`src/hdl/fqkr_pkg.sv`:
```
// fqkr_pkg: shared types and constants of the keyed-removal identifier queue
// no dependencies; used by the interfaces, the cell, the top level and the checker
package fqkr_pkg;

   localparam int DEPTH_DEF    = 16;
   localparam int ID_WIDTH_DEF = 16;

   localparam int CMD_W     = 2;
   localparam int ITEM_ID_W = 16;
   localparam int STATUS_W  = 2;
   localparam int POS_W     = 4;
   localparam int COUNT_W   = 5;

   typedef enum logic [CMD_W-1:0] {
      CMD_PUSH   = 2'd0,
      CMD_POP    = 2'd1,
      CMD_REMOVE = 2'd2,
      CMD_QUERY  = 2'd3
   } cmd_type;

   typedef enum logic [STATUS_W-1:0] {
      ST_OK   = 2'd0,
      ST_MISS = 2'd1,
      ST_FULL = 2'd2
   } status_type;

   // per-request controls broadcast to every cell
   typedef struct packed {
      logic push;
      logic pop;
      logic remove;
   } cell_ctl_type;

endpackage

```
`src/hdl/fqkr_if.sv`:
```
// fqkr_req_if and fqkr_rsp_if: valid/ready channels of the identifier queue
// depends on fqkr_pkg for field widths
interface fqkr_req_if;
   logic                           valid;
   logic                           ready;
   logic [fqkr_pkg::CMD_W-1:0]     cmd;
   logic [fqkr_pkg::ITEM_ID_W-1:0] item_id;

   modport source (output valid, output cmd, output item_id, input ready);
   modport sink   (input valid, input cmd, input item_id, output ready);
endinterface

interface fqkr_rsp_if;
   logic                           valid;
   logic                           ready;
   logic [fqkr_pkg::STATUS_W-1:0]  status;
   logic [fqkr_pkg::ITEM_ID_W-1:0] result_id;
   logic [fqkr_pkg::POS_W-1:0]     position;
   logic [fqkr_pkg::COUNT_W-1:0]   count;

   modport source (output valid, output status, output result_id, output position,
                   output count, input ready);
   modport sink   (input valid, input status, input result_id, input position,
                   input count, output ready);
endinterface

```
`src/hdl/fqkr_cell.sv`:
```
// fqkr_cell: one slot of the queue, holding an entry and its occupied flag
// compares against the key, passes the first-match flag on, shifts from its neighbor
// depends on fqkr_pkg
module fqkr_cell #(
   parameter int ID_WIDTH = fqkr_pkg::ID_WIDTH_DEF
) (
   input  logic                   clock,
   input  logic                   reset,
   input  fqkr_pkg::cell_ctl_type ctl,
   input  logic [ID_WIDTH-1:0]    key,
   input  logic                   prev_occ,
   input  logic                   next_occ,
   input  logic [ID_WIDTH-1:0]    next_entry,
   input  logic                   seen_in,
   output logic                   occ,
   output logic [ID_WIDTH-1:0]    entry,
   output logic                   seen_out,
   output logic                   first_hit
);
   import fqkr_pkg::*;

   logic                occ_ff;
   logic                occ_in;
   logic [ID_WIDTH-1:0] entry_ff;
   logic [ID_WIDTH-1:0] entry_in;
   logic                hit;

   assign hit       = occ_ff && (entry_ff == key);
   assign seen_out  = seen_in | hit;
   assign first_hit = hit & ~seen_in;
   assign occ       = occ_ff;
   assign entry     = entry_ff;

   always_comb begin
      occ_in   = occ_ff;
      entry_in = entry_ff;
      priority if (ctl.push && !occ_ff && prev_occ) begin
         occ_in   = 1'b1;
         entry_in = key;
      end else if (ctl.pop || (ctl.remove && seen_out)) begin
         occ_in   = next_occ;
         entry_in = next_entry;
      end else begin
         occ_in   = occ_ff;
         entry_in = entry_ff;
      end
   end

   always_ff @(posedge clock) begin
      if (reset) begin
         occ_ff <= 1'b0;
      end else begin
         occ_ff <= occ_in;
      end
   end

   always_ff @(posedge clock) begin
      entry_ff <= entry_in;
   end

endmodule

```
`src/hdl/fifo_queue_with_keyed_removal.sv`:
```
// fifo_queue_with_keyed_removal: ordered queue of identifiers with keyed removal
// depends on fqkr_pkg, fqkr_req_if, fqkr_rsp_if and fqkr_cell
//
// usage
//   req_bus carries one request: cmd (push, pop, remove by id, position query)
//   and item_id; rsp_bus returns exactly one response per request with status,
//   result_id, position and the entry count after the request
//   entries live in a row of DEPTH cells, position 0 at the head; every cell
//   compares its entry with the key in parallel and a first-match flag ripples
//   down the row, so a request is done in the cycle it is accepted
//   the response is registered and valid in the cycle after the request is accepted
//   throughput: one request per cycle while responses are taken; the match
//   ripple through the cell row sets the clock period, not the cycle count
//   reset empties the queue and drops any pending response; no request is taken
//   while reset is high; entry contents are left as they are and never read
//   before they are written
//   a stalled response holds its payload; a new request is taken only when the
//   response register is empty or being drained in the same cycle
module fifo_queue_with_keyed_removal #(
   parameter int DEPTH    = fqkr_pkg::DEPTH_DEF,
   parameter int ID_WIDTH = fqkr_pkg::ID_WIDTH_DEF
) (
   input  logic     clock,
   input  logic     reset,
   fqkr_req_if.sink req_bus,
   fqkr_rsp_if.source rsp_bus
);
   import fqkr_pkg::*;

   localparam int CNT_W = $clog2(DEPTH + 1);
   localparam int IDX_W = $clog2(DEPTH);

   logic                accept;
   logic [ID_WIDTH-1:0] key;
   cell_ctl_type        ctl;

   logic [DEPTH-1:0]    occ_w;
   logic [ID_WIDTH-1:0] entry_w [DEPTH];
   logic [DEPTH:0]      seen_w;
   logic [DEPTH-1:0]    first_w;
   logic [IDX_W-1:0]    pos_w;

   logic [CNT_W-1:0]    count_ff;
   logic [CNT_W-1:0]    count_in;
   logic                full;
   logic                empty;
   logic                found;

   logic                  rsp_valid_ff;
   logic [STATUS_W-1:0]   status_ff;
   logic [STATUS_W-1:0]   status_in;
   logic [ITEM_ID_W-1:0]  result_id_ff;
   logic [ITEM_ID_W-1:0]  result_id_in;
   logic [POS_W-1:0]      position_ff;
   logic [POS_W-1:0]      position_in;
   logic [COUNT_W-1:0]    rsp_count_ff;

   assign req_bus.ready = !reset && (!rsp_valid_ff || rsp_bus.ready);
   assign accept        = req_bus.valid && req_bus.ready;
   assign key           = ID_WIDTH'(req_bus.item_id);

   assign ctl.push   = accept && (cmd_type'(req_bus.cmd) == CMD_PUSH);
   assign ctl.pop    = accept && (cmd_type'(req_bus.cmd) == CMD_POP);
   assign ctl.remove = accept && (cmd_type'(req_bus.cmd) == CMD_REMOVE);

   assign seen_w[0] = 1'b0;

   for (genvar i = 0; i < DEPTH; i++) begin : g_cell
      logic                prev_occ;
      logic                next_occ;
      logic [ID_WIDTH-1:0] next_entry;

      if (i == 0) begin : g_head
         assign prev_occ = 1'b1;
      end else begin : g_body
         assign prev_occ = occ_w[i-1];
      end

      if (i == DEPTH - 1) begin : g_tail
         assign next_occ   = 1'b0;
         assign next_entry = '0;
      end else begin : g_mid
         assign next_occ   = occ_w[i+1];
         assign next_entry = entry_w[i+1];
      end

      fqkr_cell #(
         .ID_WIDTH (ID_WIDTH)
      ) u_cell (
         .clock      (clock),
         .reset      (reset),
         .ctl        (ctl),
         .key        (key),
         .prev_occ   (prev_occ),
         .next_occ   (next_occ),
         .next_entry (next_entry),
         .seen_in    (seen_w[i]),
         .occ        (occ_w[i]),
         .entry      (entry_w[i]),
         .seen_out   (seen_w[i+1]),
         .first_hit  (first_w[i])
      );
   end

   always_comb begin
      pos_w = '0;
      for (int i = 0; i < DEPTH; i++) begin
         pos_w = pos_w | (first_w[i] ? IDX_W'(i) : '0);
      end
   end

   assign found = seen_w[DEPTH];
   assign full  = (count_ff == CNT_W'(DEPTH));
   assign empty = (count_ff == '0);

   always_comb begin
      status_in    = ST_MISS;
      result_id_in = '0;
      position_in  = '0;
      count_in     = count_ff;
      unique case (cmd_type'(req_bus.cmd))
         CMD_PUSH: begin
            if (full) begin
               status_in = ST_FULL;
            end else begin
               status_in    = ST_OK;
               result_id_in = ITEM_ID_W'(key);
               count_in     = count_ff + 1'b1;
            end
         end
         CMD_POP: begin
            if (!empty) begin
               status_in    = ST_OK;
               result_id_in = ITEM_ID_W'(entry_w[0]);
               count_in     = count_ff - 1'b1;
            end
         end
         CMD_REMOVE: begin
            if (found) begin
               status_in    = ST_OK;
               result_id_in = ITEM_ID_W'(key);
               count_in     = count_ff - 1'b1;
            end
         end
         CMD_QUERY: begin
            if (found) begin
               status_in    = ST_OK;
               result_id_in = ITEM_ID_W'(key);
               position_in  = POS_W'(pos_w);
            end
         end
         default: begin
            status_in = ST_MISS;
         end
      endcase
   end

   always_ff @(posedge clock) begin
      if (reset) begin
         count_ff     <= '0;
         rsp_valid_ff <= 1'b0;
      end else begin
         if (accept) begin
            count_ff     <= count_in;
            rsp_valid_ff <= 1'b1;
         end else if (rsp_bus.ready) begin
            rsp_valid_ff <= 1'b0;
         end
      end
   end

   always_ff @(posedge clock) begin
      if (accept) begin
         status_ff    <= status_in;
         result_id_ff <= result_id_in;
         position_ff  <= position_in;
         rsp_count_ff <= COUNT_W'(count_in);
      end
   end

   assign rsp_bus.valid     = rsp_valid_ff;
   assign rsp_bus.status    = status_ff;
   assign rsp_bus.result_id = result_id_ff;
   assign rsp_bus.position  = position_ff;
   assign rsp_bus.count     = rsp_count_ff;

endmodule

```
`src/flat_wrapper.sv`:
```
// flat-port wrapper written by rule: the top's interface ports become plain ports
module fifo_queue_with_keyed_removal_flat import fqkr_pkg::*;
#(
   parameter int DEPTH    = fqkr_pkg::DEPTH_DEF,
   parameter int ID_WIDTH = fqkr_pkg::ID_WIDTH_DEF
)
  (clock, reset, req_bus_valid, req_bus_cmd, req_bus_item_id, req_bus_ready, rsp_bus_valid, rsp_bus_status, rsp_bus_result_id, rsp_bus_position, rsp_bus_count, rsp_bus_ready);
  fqkr_req_if req_bus_i ();
  fqkr_rsp_if rsp_bus_i ();
  input  logic clock;
  input  logic reset;
  input wire logic [$bits(req_bus_i.valid)-1:0] req_bus_valid;
  input wire logic [$bits(req_bus_i.cmd)-1:0] req_bus_cmd;
  input wire logic [$bits(req_bus_i.item_id)-1:0] req_bus_item_id;
  output wire logic [$bits(req_bus_i.ready)-1:0] req_bus_ready;
  output wire logic [$bits(rsp_bus_i.valid)-1:0] rsp_bus_valid;
  output wire logic [$bits(rsp_bus_i.status)-1:0] rsp_bus_status;
  output wire logic [$bits(rsp_bus_i.result_id)-1:0] rsp_bus_result_id;
  output wire logic [$bits(rsp_bus_i.position)-1:0] rsp_bus_position;
  output wire logic [$bits(rsp_bus_i.count)-1:0] rsp_bus_count;
  input wire logic [$bits(rsp_bus_i.ready)-1:0] rsp_bus_ready;
  assign req_bus_i.valid = req_bus_valid;
  assign req_bus_i.cmd = req_bus_cmd;
  assign req_bus_i.item_id = req_bus_item_id;
  assign req_bus_ready = req_bus_i.ready;
  assign rsp_bus_valid = rsp_bus_i.valid;
  assign rsp_bus_status = rsp_bus_i.status;
  assign rsp_bus_result_id = rsp_bus_i.result_id;
  assign rsp_bus_position = rsp_bus_i.position;
  assign rsp_bus_count = rsp_bus_i.count;
  assign rsp_bus_i.ready = rsp_bus_ready;
  fifo_queue_with_keyed_removal #(.DEPTH(DEPTH), .ID_WIDTH(ID_WIDTH)) u_core (.clock(clock), .reset(reset), .req_bus(req_bus_i), .rsp_bus(rsp_bus_i));
endmodule
```
`config.mk`:
```
export PLATFORM = sky130hd
export DESIGN_NAME = fifo_queue_with_keyed_removal_flat
export DESIGN_NICKNAME = d
export VERILOG_FILES = /design/src/hdl/fqkr_pkg.sv /design/src/hdl/fqkr_if.sv /design/src/hdl/fqkr_cell.sv /design/src/hdl/fifo_queue_with_keyed_removal.sv /design/src/flat_wrapper.sv
export SDC_FILE = /design/constraint.sdc
export NUM_CORES = 1
export LEC_CHECK = 0
export BUFFER_PORTS_ARGS = -buffer_cell sky130_fd_sc_hd__buf_4
export CAP_MARGIN = 30
export CORE_MARGIN = 2
export CORE_UTILIZATION = 45
export DETAILED_ROUTE_END_ITERATION = 6
export SLEW_MARGIN = 20
export SYNTH_ARGS = -nofsm -noshare
export SYNTH_HDL_FRONTEND = slang
export SYNTH_HIERARCHICAL = 1
export SYNTH_SLANG_ARGS = --single-unit
```
`constraint.sdc`:
```
create_clock -name clock -period 6.8 [get_ports clock]
set_input_delay 1.7 -clock clock [delete_from_list [all_inputs] [get_ports clock]]
set_output_delay 1.7 -clock clock [all_outputs]
set_load 0.01 [all_outputs]
```
==> out/metrics.cfg <==
[logic_synthesis]
synthCells = 1296
avgSynthCellArea_um2 = 12.9
yosysWarnings = 6
netlist_area_mm2 = 0.0167

[global_route]
first_global_vias = 11003
grt-ovfl-total = 0
grt_usage_pct = 20.8
antenna_found_initial = 0
grt_max_degree = 40
grt_pass1_wl_um = 62600

[final_layout]
finalCoreUtilization_pct = 51.8
final_layout_size_suffix_gt1_share_pct = 28.4
syn2layout_area_growth_pct = 13.4
diodes = 0
fin_nets = 1429

[critical_path]
cp.depth = 25
critical_path.slowest_cell = a2111o_1
critPathCaptureType = register
critPathLaunchType = input pin
critPathLaunch = req_bus_item_id[7]
r2r_slack_ps = 1730
path_class = input pin to register
reg2reg_depth = 24
worst_r2r_endpoint = u_core/rsp_bus.count[3]
crit_end = u_core/rsp_bus.count[3]
cp.required_ps = 7080
worst_path_most_repeated_cell = nand2b_1
cp.arrival_ps = 6290
max_stage_delay_ps = 390
critPathBufInv = 1
path_max_fanout = 14
timing.rr.start = u_core/g_cell[0].u_cell/entry[7]
critPathTopFamily = simple AND/OR/NAND/NOR gates

[clock_tree]
clock_latency_ps = 540
root_buffer = clkbuf_16
clk_pin_slew_worst_paths_ps = 60
cts_buffer_depth = 3
cts-resized-gates = 0
cts_tree = built
ctsHoldBuffers = 0
numClockSinks = 305
postCtsSetupBuffers = 0
cts_buffers = 36
htreeDepth = 2

[sta]
post-route-min-period_ps = 6010
slew_headroom_pct = 38.0
rsz0062_at_grt = false
worst_clock_skew_ps = 19.1
fmax_mhz = 166
setup_viol = 0
tightestPinTransition_ps = 928
finalCritPeriodShare_pct = 88.4
fin_tns_setup_ps = 0
hold_violations = 0
final_max_slew_viol_count = 0

[floorplanning]
core_mm2 = 0.0366
die_w_um = 197
floorplan.initialDensity_pct = 45.7
die_h_um = 197
fp.dieArea_mm2 = 0.0387
num_rows = 70
ios = 51

[worst_hold_path]
min_path_type = register to register
worstHoldStart = u_core/g_cell[8].u_cell/entry[9]

[detailed_routing]
first_pass_iters = 5
wl_per_cell_um = 20.7
route.detailed.drc = 0
drt_iter0_drc = 780
drt-total-wl_um = 39300
vias_per_cell = 5.56
ant_nets = 0
route.vias.total = 10558

[outcome]
status = complete, no violations

[place]
io_buffers = 50
routabilityCongestion = 0.808
dpl.hpwl_um = 28100

[power]
leakage_uw = 0.00646
powerDensity_mw_per_mm2 = 229
ir_drop_mv = 0.149
total_power_uw = 4350

[job]
maxCapViolations = 0

## layer usage
metal / vias to the layer above / global-route usage [%] / wire length, um
met4: 0 / 5.85 / 935
met5: - / 0 / 0
met1: 5230 / 28.2 / 17900
met2: 201 / 34.5 / 18800
li1: 5058 / - / -
met3: 69 / 3.49 / 1720
## worst register-to-register path, cell delays in order, from the launching register on
cell,delay [ps]
edfxtp_1,430
xor2_1,170
a2111o_1,390
a2111oi_2,380
nand2_1,90
nand2b_1,140
nand2b_1,170
nand2b_1,150
nand2b_1,160
nand2b_1,150
nand2b_1,150
nand2b_1,160
nand2b_1,150
nand2b_1,150
nand2b_1,160
nand2b_1,150
nand2b_1,160
nand2b_1,160
nand2b_1,150
nand2b_1,150
nand2b_1,330
nor2b_1,190
o22ai_1,90
nor4_1,370
nor2_1,80
## final cells by class
| type | instances | area, um^2 |
|---|---|---|
| Timing Repair Buffer | 78 | 593 |
| Clock buffer | 46 | 970 |
| Clock inverter | 18 | 135 |
| Multi-Input combinational cell | 916 | 7480 |
| Tap cell | 468 | 586 |
| Inverter | 68 | 255 |
| Fill cell | 3249 | 17700 |
| Sequential cell | 305 | 8940 |
## worst min-delay path by stage
| stage | depth (start not counted) | slack, ps | endpoint |
|---|---|---|---|
| floorplan | 1 | 540 | u_core/rsp_bus.result_id[9] |
| global placement | 1 | 560 | u_core/g_cell[7].u_cell/entry[9] |
| detailed placement | 1 | 560 | u_core/rsp_bus.result_id[9] |
| CTS | 1 | 580 | u_core/rsp_bus.result_id[9] |
| global route | 1 | 590 | u_core/g_cell[7].u_cell/entry[9] |
| finish | 1 | 570 | u_core/g_cell[7].u_cell/entry[9] |
## registers in the layout, indices dropped and copies added (netlist names)
signal and flops:
u_core/rsp_bus.position 4, u_core/rsp_bus.result_id 16, u_core/rsp_bus.status 2, u_core/g_cell.u_cell/occ 16, u_core/rsp_bus.count 5, u_core/rsp_bus.valid 1, u_core/count_ff 5, u_core/g_cell.u_cell/entry 256
## placed cells by master (no fill, tap or decap), types with 3 or more instances in the layout
cell type	n
a2111o_1	16
a2111oi_2	16
a211oi_1	3
a21oi_1	41
a22o_1	16
a31o_2	16
a31oi_1	3
buf_4	76
clkbuf_1	8
clkbuf_16	37
clkinv_1	6
clkinv_2	9
conb_1	20
dfxtp_1	22
edfxtp_1	283
inv_1	67
mux2_1	16
mux2_2	241
nand2_1	58
nand2b_1	21
nand3_1	36
nand4_1	32
nor2_1	45
nor2b_1	37
nor3_1	3
nor4_1	24
o21ai_0	18
o22ai_1	19
xnor2_1	178
xor2_1	32
## where the power goes
part	total, uW	internal, uW	switching [uW]
Combinational	379	158	221
Sequential	2140	2100	35.5
Clock	1830	1080	752
## stage by stage
step | hold slack [ps] | instance area, um^2 | std cells | worst slack [ps]
detailed placement | 563 | 17800 | 1833 | 339
global placement | 562 | 17800 | 1832 | 374
global route | 587 | 19000 | 1899 | 293
floorplan | 545 | 16800 | 1314 | 1140
finish | 570 | 19000 | 1899 | 787
CTS | 575 | 18900 | 1897 | 859
(Power assumes the default switching activity.)
